File: config.mk
export PLATFORM = sky130hd
export DESIGN_NAME = tli_divider
export DESIGN_NICKNAME = d
export VERILOG_FILES = /design/src/design/tli_pkg.sv /design/src/design/tli_divider.sv
export SDC_FILE = /design/constraint.sdc
export NUM_CORES = 1
export LEC_CHECK = 0
export ABC_AREA = 0
export BUFFER_PORTS_ARGS = -buffer_cell sky130_fd_sc_hd__buf_4
export CAP_MARGIN = 0
export CELL_PAD_IN_SITES_DETAIL_PLACEMENT = 1
export CELL_PAD_IN_SITES_GLOBAL_PLACEMENT = 2
export CORE_ASPECT_RATIO = 1.75
export CORE_MARGIN = 2
export CORE_UTILIZATION = 30
export CTS_BUF_LIST = sky130_fd_sc_hd__clkbuf_4
export CTS_CLUSTER_SIZE = 30
export DETAILED_ROUTE_END_ITERATION = 12
export PLACE_DENSITY = 0.76
export RECOVER_POWER = 25
export SETUP_SLACK_MARGIN = 0.3
export SLEW_MARGIN = 5
export SYNTH_ARGS = -nofsm -noshare
export SYNTH_HDL_FRONTEND = slang
export SYNTH_SLANG_ARGS = --single-unit
export TNS_END_PERCENT = 1
File: constraint.sdc
create_clock -name clk -period 2.8 [get_ports clk]
set_input_delay 0 -clock clk [delete_from_list [all_inputs] [get_ports clk]]
set_output_delay 0 -clock clk [all_outputs]
set_load 0.01 [all_outputs]
File: src/design/tli_pkg.sv
`default_nettype none
package tli_pkg;
  localparam logic [2:0] FN_WRITE  = 3'd0;
  localparam logic [2:0] FN_ROTATE = 3'd1;
  localparam logic [2:0] FN_TIMES  = 3'd2;
  localparam logic [2:0] FN_TARGET = 3'd3;
  localparam logic [2:0] FN_READ   = 3'd4;

  localparam logic [1:0] MODE_LINEAR   = 2'd0;
  localparam logic [1:0] MODE_CYCLICAL = 2'd1;
  localparam logic [1:0] MODE_SEASONAL = 2'd2;

  localparam logic [1:0] ST_OK        = 2'd0;
  localparam logic [1:0] ST_RANGE     = 2'd1;
  localparam logic [1:0] ST_EXHAUSTED = 2'd2;
  localparam logic [1:0] ST_NO_TARGET = 2'd3;

  localparam int TIME_W  = 40;
  localparam int VALUE_W = 32;
  localparam int ALPHA_W = 24;
  localparam logic [ALPHA_W-1:0] ALPHA_MAX = '1;
  // 366.0 and 1.0 in Q24.16
  localparam logic signed [TIME_W+1:0] DOY_MAX = 42'sd23986176;
  localparam logic signed [TIME_W+1:0] Q16_ONE = 42'sd65536;

  typedef struct packed {
    logic                   start;
    logic [TIME_W:0]        num;
    logic [TIME_W:0]        den;
  } tli_div_req_t;
endpackage
`default_nettype wire

File: src/design/tli_divider.sv
`default_nettype none
module tli_divider (
  input  wire logic                          clk,
  input  wire logic                          rst_n,
  input  wire tli_pkg::tli_div_req_t         req,
  output logic                               busy,
  output logic                               done,
  output logic [tli_pkg::ALPHA_W-1:0]        alpha
);
  import tli_pkg::*;
  // restoring division of num*2^16 by den, one quotient bit a cycle
  localparam int QW = TIME_W + 1 + 16;
  localparam int CW = $clog2(QW + 1);

  logic [QW-1:0]    dividend_r, dividend_nxt;
  logic [TIME_W+1:0] rem_r, rem_nxt;
  logic [TIME_W:0]  den_r;
  logic [CW-1:0]    cnt_r, cnt_nxt;
  logic             busy_r, busy_nxt, done_r;
  logic [TIME_W+1:0] trial;

  always_comb begin
    trial = {rem_r[TIME_W:0], dividend_r[QW-1]} - {1'b0, den_r};
    dividend_nxt = dividend_r;
    rem_nxt = rem_r;
    cnt_nxt = cnt_r;
    busy_nxt = busy_r;
    if (req.start) begin
      dividend_nxt = {req.num, 16'd0};
      rem_nxt = '0;
      cnt_nxt = CW'(QW);
      busy_nxt = 1'b1;
    end else if (busy_r) begin
      if (!trial[TIME_W+1]) begin
        rem_nxt = trial;
        dividend_nxt = {dividend_r[QW-2:0], 1'b1};
      end else begin
        rem_nxt = {rem_r[TIME_W:0], dividend_r[QW-1]};
        dividend_nxt = {dividend_r[QW-2:0], 1'b0};
      end
      cnt_nxt = cnt_r - 1'b1;
      if (cnt_r == CW'(1)) busy_nxt = 1'b0;
    end
  end

  always_ff @(posedge clk) begin
    if (!rst_n) begin
      busy_r <= 1'b0;
      done_r <= 1'b0;
      cnt_r  <= '0;
    end else begin
      busy_r <= busy_nxt;
      done_r <= busy_r && (cnt_r == CW'(1));
      cnt_r  <= cnt_nxt;
    end
    dividend_r <= dividend_nxt;
    rem_r      <= rem_nxt;
    if (req.start) den_r <= req.den;
  end

  assign busy  = busy_r;
  assign done  = done_r;
  assign alpha = (|dividend_r[QW-1:ALPHA_W]) ? ALPHA_MAX : dividend_r[ALPHA_W-1:0];

  property p_done_after_busy;
    @(posedge clk) disable iff (!rst_n) done |-> $past(busy_r);
  endproperty
  a_done_after_busy: assert property (p_done_after_busy) else $error("done without busy");

  property p_no_start_busy;
    @(posedge clk) disable iff (!rst_n) busy_r |-> !req.start;
  endproperty
  a_no_start_busy: assert property (p_no_start_busy) else $error("start while busy");

  property p_done_idle;
    @(posedge clk) disable iff (!rst_n) done |-> !busy_r;
  endproperty
  a_done_idle: assert property (p_done_idle) else $error("done while busy");
endmodule
`default_nettype wire

==> flow_summary.rst <==
.. list-table::
   :header-rows: 1

   * - Metric
     - Value
   * - Post-synth cell types
     - 67
   * - Starting density of the core
     - 0.304
   * - Synthesized area per cell
     - between 9 and 10 um^2
   * - Drt first-iter violations
     - between 100 and 150
   * - Part of the Yosys area used for sequential elements
     - 0.455
   * - Initial antenna violation count
     - 2
   * - Post-synthesis register bit count
     - 147
   * - Most frequently used flop master after synthesis
     - edfxtp_1
   * - Die Outline Area
     - 29,000 um^2
   * - Leakage power
     - roughly 5.0 nW
   * - Gpl congestion
     - 0.830
   * - Master cell of the clock root buffer
     - clkbuf_4
   * - Clk sink count
     - 147
   * - Layout fillers
     - 3,070
   * - Final critical-path share of the clock period
     - 1.03
   * - Final hold violations
     - 0
   * - Cells after Synth
     - ~830
   * - Clock input transition at the sequential cells of the worst setup and hold paths
     - around 0.14 ns
   * - Max Fanout on Critical Path
     - 5
   * - Slew of the pin with the lowest slew margin
     - about 1.0 ns
   * - Routed wire length
     - 25,500 um
   * - Pin count of the biggest net entering global routing
     - 75
   * - Peak supply drop
     - 318 uV
   * - Status
     - complete, but fails checks
   * - Hpwl dp
     - 18,100 um
   * - Pre-CTS setup slack
     - -0.287 ns
   * - Clock tree from TritonCTS
     - built
   * - Max-slew violation count
     - 0
   * - Post-route worst setup slack
     - -0.0866 ns
   * - Syn-to-layout area delta
     - 44.2%
   * - Net Count, Synth
     - 960
   * - Final Skew
     - between 0.02 and 0.03 ns
   * - I/O Pins
     - 111
   * - Final-layout setup total negative slack
     - -1.57 ns
   * - Share of cells above drive strength 1
     - 0.299
   * - EDFF count, synth
     - 82
   * - Unrepaired setup endpoints after global routing
     - yes
   * - Worst min-delay path class
     - in2reg
   * - Reported max-cap violation count
     - 0
   * - Number of global-route vias before repair
     - between 8,000 and 9,000
   * - Number of endpoints failing setup at the final stage
     - 33
   * - Routed length per instance
     - 16.8 um
   * - Category of the worst setup path launch point
     - register
   * - Buffers on Ports
     - 110
   * - Ratio of routed vias to standard cells
     - 4.92
   * - Wire length of the first global-routing pass
     - 40,500 um
   * - Data arrival time of the critical path
     - 3.42 ns
   * - Core outline area
     - 27,200 um^2
   * - Max Clock Freq
     - around 350 MHz
   * - Sum of met2 wire segment lengths after detailed routing
     - roughly 14,000 um
   * - Detailed-routing iteration count for the pre-antenna-repair pass
     - 4
   * - Overall fraction of global-route tracks in use
     - 0.180
   * - Netlist area before placement
     - 8280 um^2
   * - Critical Setup Path Class
     - reg2reg
   * - Count of standard-cell rows
     - 80
   * - Final core utilization
     - 0.439
   * - Sum of overflow across all layers after global routing
     - 0
   * - Fin nets
     - 1,264
   * - Uppermost layer routed
     - met4
   * - Violations in the final reports
     - negative setup slack
   * - Leading cell types in the layout, fill and taps excluded
     - buf_4 (200), dlygate4sd3_1 (84), edfxtp_1 (82)
   * - Asr flop ratio synth
     - 0
   * - Post-layout minimum cycle time
     - 2.89 ns
   * - Height of the die
     - 224 um
   * - Met3 wire len
     - ~620 um
   * - Crit. End Element
     - register
   * - Worst slew margin relative to its limit
     - 0.321
   * - Power Density
     - 503 nW/um^2
   * - Total number of H-tree levels
     - 4
   * - Yosys warning total
     - 0
   * - Remaining number of nets flagged by the antenna check after routing
     - 0
   * - Leading cell type in the layout, fill and taps excluded
     - buf_4
   * - Worst path required time
     - 3.33 ns
   * - Die Span X
     - 130 um
   * - Longest Clk Path Bufs
     - 2
   * - Metal-1 WL
     - 9550 um
   * - Total CTS buffers
     - 17
   * - Drc violations
     - 0
   * - Clock insertion delay at the later pin of the skew report
     - between 0.6 and 0.7 ns
   * - Vias after detailed routing
     - 7,470
[final timing paths]
check                           startpoint   endpoint  slack [ns]  depth (start not counted)
worst max-delay path             den_r[20]  rem_r[31]       -0.09                         13
worst max register to register   den_r[20]  rem_r[31]       -0.09                         13
worst min register to register   rem_r[32]  rem_r[32]        0.49                          2
worst min-delay path                req[2]   den_r[2]        0.09                          2
[critical path, cell delays in order, from the launching register on]
cell and delay, ns:
edfxtp_1 0.35, inv_1 0.04, ha_1 0.37, buf_4 0.16
nand4_1 0.10, or2_1 0.30, a211oi_4 0.29, nor3_2 0.11
o41ai_2 0.21, buf_4 0.17, buf_4 0.12, xor2_1 0.21
mux2i_1 0.13, a211oi_1 0.24
[sequential cells by signal (all words and copies together) (netlist names)]
name	cells
den_r	41
busy	1
cnt_r	6
done	1
dividend_r	57
rem_r	41
[routing by layer]
metal | track usage | vias to the layer above
met2 | 0.355 | 122
met5 | 0 | -
met1 | 0.178 | 3649
met3 | 0.0339 | 44
met4 | 0.0718 | 0
li1 | - | 3655
[power by group]
| part | switching (W) | internal [W] | total [W] |
|---|---|---|---|
| Combinational | 0.000985 | 0.00102 | 0.00201 |
| Clock | 0.000866 | 0.000549 | 0.00142 |
| Sequential | 0.000112 | 0.00247 | 0.00258 |
| Total | 0.00196 | 0.00404 | 0.00600 |
[what timing repair did]
action,CTS,global route
pin swaps,29,13
hold buffers,84,0
resized for setup,46,26
endpoints found under the setup margin,66,66
setup buffers,4,0
endpoints found under the hold margin,104,0
gates cloned,1,0
[stage by stage]
step	total power (W)	instance area, um^2	hold WS (ns)	std cells
2_1_floorplan	0.00361	8300	0.0989	831
3_3_place_gp	0.00436	10400	0.178	1396
3_5_place_dp	0.00439	10400	0.179	1396
4_1_cts	0.00607	11800	0.0105	1517
5_1_grt	0.00636	11900	0.0386	1519
6_report	0.00600	11900	0.0872	1519
[cells by family (layout without fill, tap and decap cells)]
family	after synthesis	in the layout	share of synthesized area
DFF	147	147	0.455
muxes	47	47	0.0568
adders and majority gates	44	44	0.0674
and+or+nand+nor	226	226	0.133
other	0	2	0
AOI/OAI and AO/OA	229	229	0.199
xor gates and xnor gates	38	38	0.0402
buffers and inverters	100	417	0.0490
[layout make-up]
class | instances | area, um^2 | area share
antenna | 2 | 5.00 | 0.000419
tap | 369 | 462 | 0.0387
inverter | 53 | 199 | 0.0167
clock buffer | 18 | 135 | 0.0113
timing repair buffer | 332 | 2780 | 0.232
multi-input combinational | 584 | 4450 | 0.373
sequential | 147 | 3770 | 0.315
clock inverter | 14 | 148 | 0.0124
[synth_stat cells, drive strengths merged, types with 12 or more instances]
master / number / area share
a21oi: 43 / 0.026
nand2: 52 / 0.024
dfxtp: 65 / 0.16
clkbuf: 35 / 0.016
buf: 12 / 0.0089
a211oi: 37 / 0.034
inv: 53 / 0.024
mux2i: 47 / 0.057
a22o: 42 / 0.044
xor2: 18 / 0.019
nand4: 17 / 0.013
xnor2: 20 / 0.021
nand2b: 29 / 0.023
o21ai: 28 / 0.017
a21o: 14 / 0.013
o21a: 13 / 0.012
nor2: 76 / 0.034
ha: 43 / 0.065
edfxtp: 82 / 0.30
No activity file was read; power rests on OpenSTA's default activity.
